[src/isfp_pkg.sv]
// Shared types, constants and helpers for the IMU serial frame parser.
// No dependencies; every other file of the block uses this package.
package isfp_pkg;

  // Frame geometry: one sync byte, one type byte, eight payload bytes, one checksum.
  localparam int unsigned WinLen  = 11;
  localparam int unsigned TailLen = WinLen - 1;

  localparam logic [3:0] FreshMax = 4'(WinLen);

  localparam logic [7:0] SyncByte  = 8'h55;
  localparam logic [7:0] TypeFirst = 8'h51;
  localparam logic [7:0] TypeLast  = 8'h5A;

  localparam int unsigned QueueDepth = 2;

  // Frame kinds, the type byte minus the first type code.
  localparam logic [3:0] KindAccel   = 4'd0;
  localparam logic [3:0] KindGyro    = 4'd1;
  localparam logic [3:0] KindAngle   = 4'd2;
  localparam logic [3:0] KindMag     = 4'd3;
  localparam logic [3:0] KindPort    = 4'd4;
  localparam logic [3:0] KindQuat    = 4'd8;
  localparam logic [3:0] KindLastVal = 4'd9;

  typedef struct packed {
    logic [3:0]  kind;
    logic [15:0] word_a;
    logic [15:0] word_b;
    logic [15:0] word_c;
    logic [15:0] word_d;
  } frame_t;

  // Sticky flag that a frame kind raises; kinds without a flag give zero.
  function automatic logic [5:0] seen_flag(input logic [3:0] kind);
    logic [5:0] flag;
    flag = 6'h00;
    case (kind)
      KindAccel: flag = 6'h01;
      KindGyro:  flag = 6'h02;
      KindMag:   flag = 6'h04;
      KindAngle: flag = 6'h08;
      KindQuat:  flag = 6'h10;
      KindPort:  flag = 6'h20;
      default:   flag = 6'h00;
    endcase
    return flag;
  endfunction

endpackage

[src/isfp_front.sv]
// Front end of the frame parser: byte window, running checksum and frame detection.
// Depends on isfp_pkg.
module isfp_front (
  input  logic                clk_i,
  input  logic                rst_ni,
  input  logic                accept_i,
  input  logic [7:0]          byte_in_i,
  output logic                hit_o,
  output isfp_pkg::frame_t    frame_o
);

  // The tail holds window bytes one to ten; the oldest byte is never needed again.
  logic [7:0] tail_q [isfp_pkg::TailLen];
  logic [7:0] sum_q, sum_d;
  logic [3:0] fresh_q, fresh_d, fresh_sat;
  logic       type_ok;

  assign fresh_sat = (fresh_q == isfp_pkg::FreshMax) ? fresh_q : fresh_q + 4'd1;
  assign type_ok   = (tail_q[1] >= isfp_pkg::TypeFirst) && (tail_q[1] <= isfp_pkg::TypeLast);

  // The sum of the new window's first ten bytes is the sum of the old tail.
  assign hit_o = accept_i && (fresh_sat == isfp_pkg::FreshMax)
                 && (tail_q[0] == isfp_pkg::SyncByte) && type_ok
                 && (sum_q == byte_in_i);

  assign sum_d   = sum_q - tail_q[0] + byte_in_i;
  assign fresh_d = hit_o ? 4'd0 : fresh_sat;

  always_comb begin
    frame_o.kind   = 4'(tail_q[1] - isfp_pkg::TypeFirst);
    frame_o.word_a = {tail_q[3], tail_q[2]};
    frame_o.word_b = {tail_q[5], tail_q[4]};
    frame_o.word_c = {tail_q[7], tail_q[6]};
    frame_o.word_d = {tail_q[9], tail_q[8]};
  end

  always_ff @(posedge clk_i or negedge rst_ni) begin
    if (!rst_ni) begin
      for (int i = 0; i < isfp_pkg::TailLen; i++) begin
        tail_q[i] <= 8'h00;
      end
      sum_q   <= 8'h00;
      fresh_q <= 4'd0;
    end else if (accept_i) begin
      for (int i = 0; i < isfp_pkg::TailLen - 1; i++) begin
        tail_q[i] <= tail_q[i+1];
      end
      tail_q[isfp_pkg::TailLen-1] <= byte_in_i;
      sum_q   <= sum_d;
      fresh_q <= fresh_d;
    end
  end

`ifndef SYNTH
  // The fresh count saturates at the window length.
  a_fresh_bounded: assert property (@(posedge clk_i) disable iff (!rst_ni)
    fresh_q <= isfp_pkg::FreshMax)
    else $error("fresh count beyond window length");

  // A detected frame consumes the whole window.
  a_hit_consumes: assert property (@(posedge clk_i) disable iff (!rst_ni)
    hit_o |=> (fresh_q == 4'd0))
    else $error("window not consumed after frame");
`endif

endmodule

[src/isfp_queue.sv]
// Short first-in first-out queue of detected frames between front and back end.
// Depends on isfp_pkg for the frame type.
module isfp_queue #(
  parameter int unsigned Depth = isfp_pkg::QueueDepth
) (
  input  logic             clk_i,
  input  logic             rst_ni,
  input  logic             push_i,
  input  isfp_pkg::frame_t data_i,
  output logic             full_o,
  output logic             valid_o,
  input  logic             pop_i,
  output isfp_pkg::frame_t data_o
);

  localparam int unsigned IdxW = (Depth > 1) ? $clog2(Depth) : 1;
  localparam int unsigned CntW = $clog2(Depth + 1);

  isfp_pkg::frame_t mem_q [Depth];
  logic [IdxW-1:0]  wr_ptr_q, rd_ptr_q;
  logic [CntW-1:0]  count_q;
  logic             do_push, do_pop;

  assign full_o  = (count_q == CntW'(Depth));
  assign valid_o = (count_q != '0);
  assign do_push = push_i && !full_o;
  assign do_pop  = pop_i && valid_o;
  assign data_o  = mem_q[rd_ptr_q];

  always_ff @(posedge clk_i) begin
    if (do_push) begin
      mem_q[wr_ptr_q] <= data_i;
    end
  end

  always_ff @(posedge clk_i or negedge rst_ni) begin
    if (!rst_ni) begin
      wr_ptr_q <= '0;
      rd_ptr_q <= '0;
      count_q  <= '0;
    end else begin
      if (do_push) begin
        wr_ptr_q <= (wr_ptr_q == IdxW'(Depth - 1)) ? '0 : wr_ptr_q + 1'b1;
      end
      if (do_pop) begin
        rd_ptr_q <= (rd_ptr_q == IdxW'(Depth - 1)) ? '0 : rd_ptr_q + 1'b1;
      end
      if (do_push && !do_pop) begin
        count_q <= count_q + 1'b1;
      end else if (do_pop && !do_push) begin
        count_q <= count_q - 1'b1;
      end
    end
  end

`ifndef SYNTH
  // Occupancy never exceeds the queue depth.
  a_count_bounded: assert property (@(posedge clk_i) disable iff (!rst_ni)
    count_q <= CntW'(Depth))
    else $error("queue overflow");
`endif

endmodule

[src/isfp_back.sv]
// Back end of the frame parser: sticky seen flags and the output register.
// Depends on isfp_pkg.
module isfp_back (
  input  logic             clk_i,
  input  logic             rst_ni,
  input  logic             q_valid_i,
  input  isfp_pkg::frame_t q_data_i,
  output logic             q_pop_o,
  output logic             empty,
  input  logic             pop,
  output logic [3:0]       frame_kind_o,
  output logic [15:0]      word_a_o,
  output logic [15:0]      word_b_o,
  output logic [15:0]      word_c_o,
  output logic [15:0]      word_d_o,
  output logic [5:0]       seen_mask_o
);

  logic             out_valid_q;
  isfp_pkg::frame_t out_q;
  logic [5:0]       seen_q, seen_d;
  logic [5:0]       mask_q;

  // Load a new frame when the output word is free or leaves this cycle.
  assign q_pop_o = q_valid_i && (!out_valid_q || pop);
  assign seen_d  = seen_q | isfp_pkg::seen_flag(q_data_i.kind);

  always_ff @(posedge clk_i or negedge rst_ni) begin
    if (!rst_ni) begin
      out_valid_q <= 1'b0;
      seen_q      <= 6'h00;
    end else begin
      if (q_pop_o) begin
        out_valid_q <= 1'b1;
        seen_q      <= seen_d;
      end else if (pop) begin
        out_valid_q <= 1'b0;
      end
    end
  end

  always_ff @(posedge clk_i) begin
    if (q_pop_o) begin
      out_q  <= q_data_i;
      mask_q <= seen_d;
    end
  end

  assign empty        = !out_valid_q;
  assign frame_kind_o = out_q.kind;
  assign word_a_o     = out_q.word_a;
  assign word_b_o     = out_q.word_b;
  assign word_c_o     = out_q.word_c;
  assign word_d_o     = out_q.word_d;
  assign seen_mask_o  = mask_q;

`ifndef SYNTH
  // Seen flags are sticky: no flag ever clears outside reset.
  a_seen_sticky: assert property (@(posedge clk_i) disable iff (!rst_ni)
    1'b1 |=> (($past(seen_q) & ~seen_q) == 6'h00))
    else $error("seen flag cleared");

  // Only frames with a type in range reach the output.
  a_kind_range: assert property (@(posedge clk_i) disable iff (!rst_ni)
    !empty |-> (frame_kind_o <= isfp_pkg::KindLastVal))
    else $error("frame kind out of range");
`endif

endmodule

[src/imu_serial_frame_parser.sv]
// A byte that completes a valid frame is pushed into the frame queue as it is accepted;
// the frame then enters the output register, and empty falls, once it is free.
// Throughput: one byte per cycle; full rises only when the frame queue backs up because
// results are not popped; the back end takes one queued frame per cycle as pops allow.
// Reset (rst_ni low, asynchronous) clears the byte window, checksum, fresh count, seen
// flags, queue pointers and output valid; no frame is found until eleven bytes arrive.
module imu_serial_frame_parser #(
  parameter int unsigned QueueDepth = isfp_pkg::QueueDepth
) (
  input  logic        clk_i,
  input  logic        rst_ni,
  input  logic        push,
  output logic        full,
  input  logic [7:0]  byte_in_i,
  output logic        empty,
  input  logic        pop,
  output logic [3:0]  frame_kind_o,
  output logic [15:0] word_a_o,
  output logic [15:0] word_b_o,
  output logic [15:0] word_c_o,
  output logic [15:0] word_d_o,
  output logic [5:0]  seen_mask_o
);

  // The front end shifts every accepted word into the window and checks it in the
  // same cycle, using a running sum that drops the oldest byte and adds the new one.
  // A detected frame goes into a short queue; the back end drains that queue into
  // the output register and folds the frame kind into the sticky seen flags.
  logic             accept;
  logic             hit;
  isfp_pkg::frame_t front_frame;
  logic             q_valid;
  logic             q_pop;
  isfp_pkg::frame_t q_frame;

  // A word is taken whenever the queue has room, so the front never waits on the back
  // end unless the queue is full.
  assign accept = push && !full;

  isfp_front u_front (
    .clk_i     (clk_i),
    .rst_ni    (rst_ni),
    .accept_i  (accept),
    .byte_in_i (byte_in_i),
    .hit_o     (hit),
    .frame_o   (front_frame)
  );

  isfp_queue #(
    .Depth (QueueDepth)
  ) u_queue (
    .clk_i   (clk_i),
    .rst_ni  (rst_ni),
    .push_i  (hit),
    .data_i  (front_frame),
    .full_o  (full),
    .valid_o (q_valid),
    .pop_i   (q_pop),
    .data_o  (q_frame)
  );

  isfp_back u_back (
    .clk_i        (clk_i),
    .rst_ni       (rst_ni),
    .q_valid_i    (q_valid),
    .q_data_i     (q_frame),
    .q_pop_o      (q_pop),
    .empty        (empty),
    .pop          (pop),
    .frame_kind_o (frame_kind_o),
    .word_a_o     (word_a_o),
    .word_b_o     (word_b_o),
    .word_c_o     (word_c_o),
    .word_d_o     (word_d_o),
    .seen_mask_o  (seen_mask_o)
  );

endmodule

[config.mk]
export PLATFORM = sky130hd
export DESIGN_NAME = imu_serial_frame_parser
export DESIGN_NICKNAME = d
export VERILOG_FILES = /design/src/isfp_pkg.sv /design/src/isfp_front.sv /design/src/isfp_queue.sv /design/src/isfp_back.sv /design/src/imu_serial_frame_parser.sv
export SDC_FILE = /design/constraint.sdc
export NUM_CORES = 1
export LEC_CHECK = 0
export BUFFER_PORTS_ARGS = -buffer_cell sky130_fd_sc_hd__buf_2
export CORE_MARGIN = 2
export CORE_UTILIZATION = 40
export CTS_BUF_LIST = sky130_fd_sc_hd__clkbuf_4 sky130_fd_sc_hd__clkbuf_8
export DETAILED_ROUTE_END_ITERATION = 10
export PLACE_DENSITY = 0.68
export SYNTH_ARGS = -nofsm -noshare
export SYNTH_HDL_FRONTEND = slang
export SYNTH_SLANG_ARGS = --single-unit
[constraint.sdc]
create_clock -name clk_i -period 7.86 [get_ports clk_i]
set_clock_uncertainty 0.2 [all_clocks]
set_input_delay 0.786 -clock clk_i [delete_from_list [all_inputs] [get_ports clk_i]]
set_output_delay 0.786 -clock clk_i [all_outputs]
set_load 0.02 [all_outputs]
Word-level counts from Yosys, hierarchy flattened. Memories as Yosys holds them, arrays and structs flattened. Index checks and enable logic that the tools add are counted.

Memories kept: 1. Register bits: 177. Word-level logic and storage cells: 76. Input port bits: 12. Bits in writable memories: 136.

Memories: u_queue.mem_q (depth 2, bits a word 68, read ports 1, clocked after Yosys merged registers in 0, write ports 1, line isfp_queue.sv:19) `isfp_pkg::frame_t mem_q [Depth];`.

Eq/ne operators: 10. Mux-type cells: 11. $add $sub $neg: 8. Reduce and logical (&&, ||, !) cells: 20. $lt $le $gt $ge: 2. Bitwise logic cells: 1.

Operator list (count): $pmux W6 S6 (1); $eq A4 B4 Y1 const B (3); $logic_and A1 B1 Y1 (11); $add A8 B8 Y8 (1); $eq A4 B2 Y1 const B (2); $eq A8 B7 Y1 const B (1); $eq A8 B8 Y1 (1); $ge A8 B7 Y1 const B (1); $le A8 B7 Y1 const B (1); $mux W4 (2); $sub A8 B8 Y8 (1); $mux W1 (6); $or A6 B6 Y6 (1); $reduce_bool A2 Y1 (3); $add A4 B1 Y4 const B (1); $eq A4 B1 Y1 const B (1); $eq A4 B3 Y1 const B (1); $logic_not A1 Y1 (4); $logic_not A4 Y1 (1); $mux W2 (2); $sub A4 B1 Y4 const B (1); $add A1 B1 Y1 const B (2); $add A2 B1 Y2 const B (1); $eq A2 B2 Y1 const B (1); 2 further kinds (2).

Depth between registers and ports, before layout.
Depth in word-level cells: 12. Mapped depth: 11.

Cells and area by module. A second synthesis with hierarchy kept.

Cell total of the unflattened synthesis: 738. Area, all modules: 12582.1 µm².

Modules (own cells, without submodules): isfp_queue (instances 1, area each 5147.4 µm², sequential area each 4184.0 µm², cells an instance 231); isfp_front (instances 1, area each 4838.4 µm², sequential area each 2302.2 µm², cells an instance 401); isfp_back (instances 1, area each 2582.5 µm², sequential area each 2397.3 µm², cells an instance 105); imu_serial_frame_parser (instances 1, area each 13.8 µm², sequential area each 0.0 µm², cells an instance 1).

Worst setup path after synthesis. OpenSTA, ideal clock, no wires.

Path kind: input port to flip-flop. Start point: input port byte_in_i[5]. End point: memory u_queue.mem_q[0][0] (netlist name) (enable). Arrival time: 7.951 ns. Data required time: 6.998 ns. Path slack: -0.953 ns. Setup time: 0.662 ns. Stages on the path: 4. Path through: xor2_1 -> nor4_2 -> nand4_2 -> nor4_1.

Word-level cells in the longest chain between the ends: 5.

Ends and longest elaborated chain: start, declared (line imu_serial_frame_parser.sv:14) `input logic [7:0] byte_in_i,`; $eq A8 B8 Y1 (line isfp_front.sv:24) `&& (sum_q == byte_in_i);`; $logic_and A1 B1 Y1 (line isfp_front.sv:24); $logic_and A1 B1 Y1 (line isfp_queue.sv:26) `assign do_push = push_i && !full_o;`; $mux W1 (line isfp_queue.sv:31) `if (do_push) begin`; $mux W1 (not written as such) (line isfp_queue.sv:32) `mem_q[wr_ptr_q] <= data_i;`; end, declared (line isfp_queue.sv:19).

Every way passes these cells.

Final worst setup path.
Start point: register u_front.tail_q[64] (netlist name). End point: memory u_queue.mem_q[1][48] (netlist name) (enable).

Word-level cells in the longest chain between the ends: 7. Elaborated cells on any way between the ends: 8.

Ends and longest elaborated chain: start, declared (line isfp_front.sv:13) `logic [7:0] tail_q [isfp_pkg::TailLen];`; start signal, assigned by index (line isfp_front.sv:46) `tail_q[i] <= tail_q[i+1];`; start signal, assigned by index (line isfp_front.sv:48) `tail_q[isfp_pkg::TailLen-1] <= byte_in_i;`; $ge A8 B7 Y1 or $le A8 B7 Y1 (tied branches) (line isfp_front.sv:19) `assign type_ok = (tail_q[1] >= isfp_pkg::TypeFirst) && (tail_q[1] <= isfp_pkg::TypeLast);`; $logic_and A1 B1 Y1 (*) (line isfp_front.sv:19); $logic_and A1 B1 Y1 (*) (line isfp_front.sv:23) `&& (tail_q[0] == isfp_pkg::SyncByte) && type_ok`; $logic_and A1 B1 Y1 (*) (line isfp_front.sv:24); $logic_and A1 B1 Y1 (*) (line isfp_queue.sv:26); $mux W1 (*) (line isfp_queue.sv:31); $mux W1 (not written as such) (*) (line isfp_queue.sv:32).

Every way passes the cells marked *; elsewhere a longest branch is shown, timed or not.

==> results.txt <==
- CTS Buf Count: 49
* Slew Viols, Final: 0
- The worst setup path is of the reg -> reg kind.
- Power spread over the standard cell area amounts to between 400 and 500 mW/mm².
- The most critical setup path has its startpoint at u_front.tail_q[64].
* Result of the run: completed
* Endpoint of the worst-slack reg-to-reg timing path: u_queue.mem_q[1][48]
* Die Width: ~180 µm
- The analysis attributes to cell leakage a power of about 5.4 nW.
- Headroom to the max-slew limit came out at ~31%.
- After floorplanning, the core was sized to cover a little under 0.03 mm².
- The final critical path takes up 42.15% of the cycle.
- Counting flops with an async set or reset pin after synthesis yields a share of approximately 33%.
- The number of antenna violations at the first check in global routing was 0.
* Crit path time final: roughly 3.3 ns
* Sum Neg Setup Slack: 0 ns
- The count of cells in the finished layout, fillers not included, comes to between 1000 and 1500.
- RSZ-0062 raised after global routing: false
- For this run, the post-layout net count is about 830.
* Sequential area share after synthesis: approximately three quarters
- First-pass GRT wire length: between 30000 and 40000 µm
* Maximum achievable frequency: ~0.3 GHz
- TritonCTS built the clock tree.
- Count of endpoints failing hold in the final timing report: 0
- Vias per cell: 4.702
- In this run the remaining antenna-violating nets after routing total 0.
- The detailed router finished its first iteration with 322 violations.
* Pin count of the biggest net entering global routing: 81
* Gate count of the mapped netlist: around 670
- Each instance of the synthesized netlist takes up on average around 18 µm².
- End of the critical path: u_queue.mem_q[1][48]
- The number of global-route vias before repair came to 5946.
- The first detailed-routing pass took 4 iterations.
- Clk pin slew, worst setup/hold paths: approximately 0.06 ns
- The worst setup path is captured at a register.
* Initial cell density of the core: about two fifths
* Synthesized net count: approximately 700
* Diode insertion count for antenna repair: 0
* Highest-count cells in the layout ignoring fill and taps: 210 x sky130_fd_sc_hd__edfxtp_1, 141 x sky130_fd_sc_hd__mux2_2, 102 x sky130_fd_sc_hd__dfrtp_1
- The number of placed instances, taps included, is 1134.
* Layout-stage area growth over the synthesis result: 16.93%
* Required arrival time at the worst endpoint: roughly 7.8 ns
* Worst-path fanout max: 68
* Count of flip-flops with a built-in enable after synthesis: 210
* DIE AREA: ~0.031 mm²
- The post-route netlist has about two fifths of its cells at a drive strength greater than 1.
- Detailed-placement wirelength estimate: around 12000 µm
- Average wire per cell in the routed design: about 17 µm
- The H-tree was split into 2 levels.
- Source-to-sink clock delay at the later pin of the worst-skew pair: between 0.5 and 0.6 ns
* Number of port buffers: 87
* Slack of the worst reg-to-reg path: about 4.5 ns
- The worst register-to-register path has a depth of 8.
* Total Wirelength: roughly 20000 µm
* Post-synthesis cell type count: 46
- The floorplan has 63 rows.
- Tightest Hold Check Type: in -> reg
- Die span in y: roughly 180 µm
- The tool flagged a number of max-cap violations equal to 0.
- The library cell used most frequently in the layout, excluding fill and tap cells, is sky130_fd_sc_hd__edfxtp_1.
- Routed via count: slightly below 6000
- I/O Pins: 88
- The Yosys step of the flow raised 0 warnings.
* Overall overflow remaining after global route: 0
* Number of failing setup endpoints in the final timing report: 0
- The congestion estimate from routability-driven global placement came to between 0.8 and 0.9.
* Data arrival time of the critical path: around 3.3 ns
- Maximum buffer depth of the clock tree: 3
- Summing every instance area after synthesis gives between 0.01 and 0.015 mm².
- Number of sinks driven by the clock tree: about 310
- The worst setup path is launched from a register.
- Synthesis-stage register bit count: 313
* Worst r2r src: u_front.tail_q[64]
- Post-synth top flop: sky130_fd_sc_hd__edfxtp_1
- Master cell of the clock root buffer: sky130_fd_sc_hd__clkbuf_8
- Tot GR Track Use: a little over an eighth
- Maximum resistive drop on vdd: between 200 and 250 µV
- Final routed DRC violation total: 0
* Slew of the pin with the lowest slew margin: 1.042 ns
==> cell families after synthesis <==
kind of cell | after synthesis | share of synthesized area [%]
AND/OR/NAND/NOR | 70 | 3.460
AO/OA/AOI/OAI | 48 | 2.527
adder cells (fa/ha/maj) | 20 | 2.537
multiplexers | 142 | 13.39
XOR/XNOR | 21 | 1.541
flip-flops | 313 | 74.44
buffers and inverters | 57 | 2.107
==> worst min path at each step <==
| stage | start | end | slack [ns] | cells past startpoint |
|---|---|---|---|---|
| 2_1_floorplan | u_back.seen_q[3] | u_back.seen_q[3] | 0.22 | 2 |
| 4_1_cts | pop | u_back.out_valid_q | 0.19 | 2 |
| 6_report | pop | u_back.out_valid_q | 0.22 | 2 |
| 3_5_place_dp | u_back.seen_q[3] | u_back.seen_q[3] | 0.24 | 2 |
| 3_3_place_gp | u_back.seen_q[3] | u_back.seen_q[3] | 0.23 | 2 |
| 5_1_grt | pop | u_back.out_valid_q | 0.21 | 2 |
==> timing repair <==
action                                 CTS  global route
gates resized for setup                  0             0
setup endpoints to repair                0             0
endpoints found under the hold margin   25             0
setup buffers                            0             0
hold buffers                             1             0
==> sequential cells by signal (all words and copies together) (netlist names) <==
name	count
u_front.tail_q	16
u_back.out_valid_q	1
u_back.word_a_o	16
u_front.frame_o	64
u_back.seen_q	6
u_queue.count_q	2
u_back.word_d_o	16
u_queue.wr_ptr_q	1
u_front.fresh_q	4
u_queue.rd_ptr_q	1
u_back.frame_kind_o	4
u_queue.mem_q	136
u_back.word_c_o	16
u_back.seen_mask_o	6
u_front.sum_q	8
u_back.word_b_o	16
==> Yosys cell counts, types with 2 or more instances <==
cell                         n  share of area, %
sky130_fd_sc_hd__buf_4       7              0.44
sky130_fd_sc_hd__nor3_1      3              0.13
sky130_fd_sc_hd__a21o_1      2              0.13
sky130_fd_sc_hd__nor2_1      7              0.22
sky130_fd_sc_hd__o21ai_0    20              0.84
sky130_fd_sc_hd__nand3b_1    2              0.13
sky130_fd_sc_hd__inv_1      37               1.2
sky130_fd_sc_hd__fa_1        7               1.2
sky130_fd_sc_hd__nand3_1     6              0.25
sky130_fd_sc_hd__o21a_1      2              0.13
sky130_fd_sc_hd__nand2_1    22              0.69
sky130_fd_sc_hd__mux2_2    141                13
sky130_fd_sc_hd__nor4b_1     2              0.15
sky130_fd_sc_hd__ha_1       13               1.4
sky130_fd_sc_hd__xnor2_1    11              0.81
sky130_fd_sc_hd__o31ai_1     6              0.38
sky130_fd_sc_hd__o21bai_1    4              0.25
sky130_fd_sc_hd__dfrtp_1   103                22
sky130_fd_sc_hd__nor3b_1     4              0.25
sky130_fd_sc_hd__xor2_1     10              0.73
sky130_fd_sc_hd__nand4_1     5              0.26
sky130_fd_sc_hd__nand2b_1    3              0.16
sky130_fd_sc_hd__a21boi_0    2              0.13
sky130_fd_sc_hd__buf_2       9              0.38
sky130_fd_sc_hd__buf_1       4              0.13
sky130_fd_sc_hd__nor2b_1     4              0.21
sky130_fd_sc_hd__a21oi_1     6              0.25
sky130_fd_sc_hd__a31o_2      2              0.15
sky130_fd_sc_hd__edfxtp_1  210                53
==> through the flow <==
stage	setup WS, ns	cell area [µm²]	utilization (%)	total power [mW]	hold WS (ns)
after detailed placement	4.288	12830	43.51	4.180	0.2443
after global placement	4.350	12830	43.51	4.138	0.2333
after CTS	4.488	13950	47.33	5.708	0.1876
after global routing	4.312	13950	47.33	5.982	0.2143
final	4.547	13950	47.33	5.630	0.2183
after floorplan	1.836	11940	-	3.729	0.2209
==> metal layers <==
layer  track usage [%]  vias up  share of wire (%)
li1                  -     2760                  -
met1             18.71     2848                 46
met2             20.78      128                 47
met3             3.050       33                5.4
met4             4.270        0                1.9
met5                 0        -                  0
==> worst max-delay path: stages, from the launching register on <==
cell and delay, ns:
sky130_fd_sc_hd__dfrtp_1 0.38, sky130_fd_sc_hd__inv_1 0.11, sky130_fd_sc_hd__ha_1 0.24, sky130_fd_sc_hd__nor4b_1 0.17, sky130_fd_sc_hd__nor4_2 0.30, sky130_fd_sc_hd__nand4_2 0.22
sky130_fd_sc_hd__nor3_4 0.32, sky130_fd_sc_hd__and2_2 0.19, sky130_fd_sc_hd__buf_4 0.71
==> power by group <==
group | leakage (nW) | switching, mW | internal, mW | total [mW]
combinational | 1.64 | 0.809 | 0.667 | 1.48
clock | 0.589 | 0.608 | 0.895 | 1.50
sequential | 3.20 | 0.327 | 2.32 | 2.65
==> area by class of cell <==
type	instances	area, µm²
repair buffers	94	493.0
clock inverters	22	229.0
multi-input cells	301	2833
clock buffers	70	888.4
well taps	390	488.0
fillers	2564	15530
flip-flops and latches	313	8885
inverters	37	138.9
No activity file was read; power rests on OpenSTA's default activity.
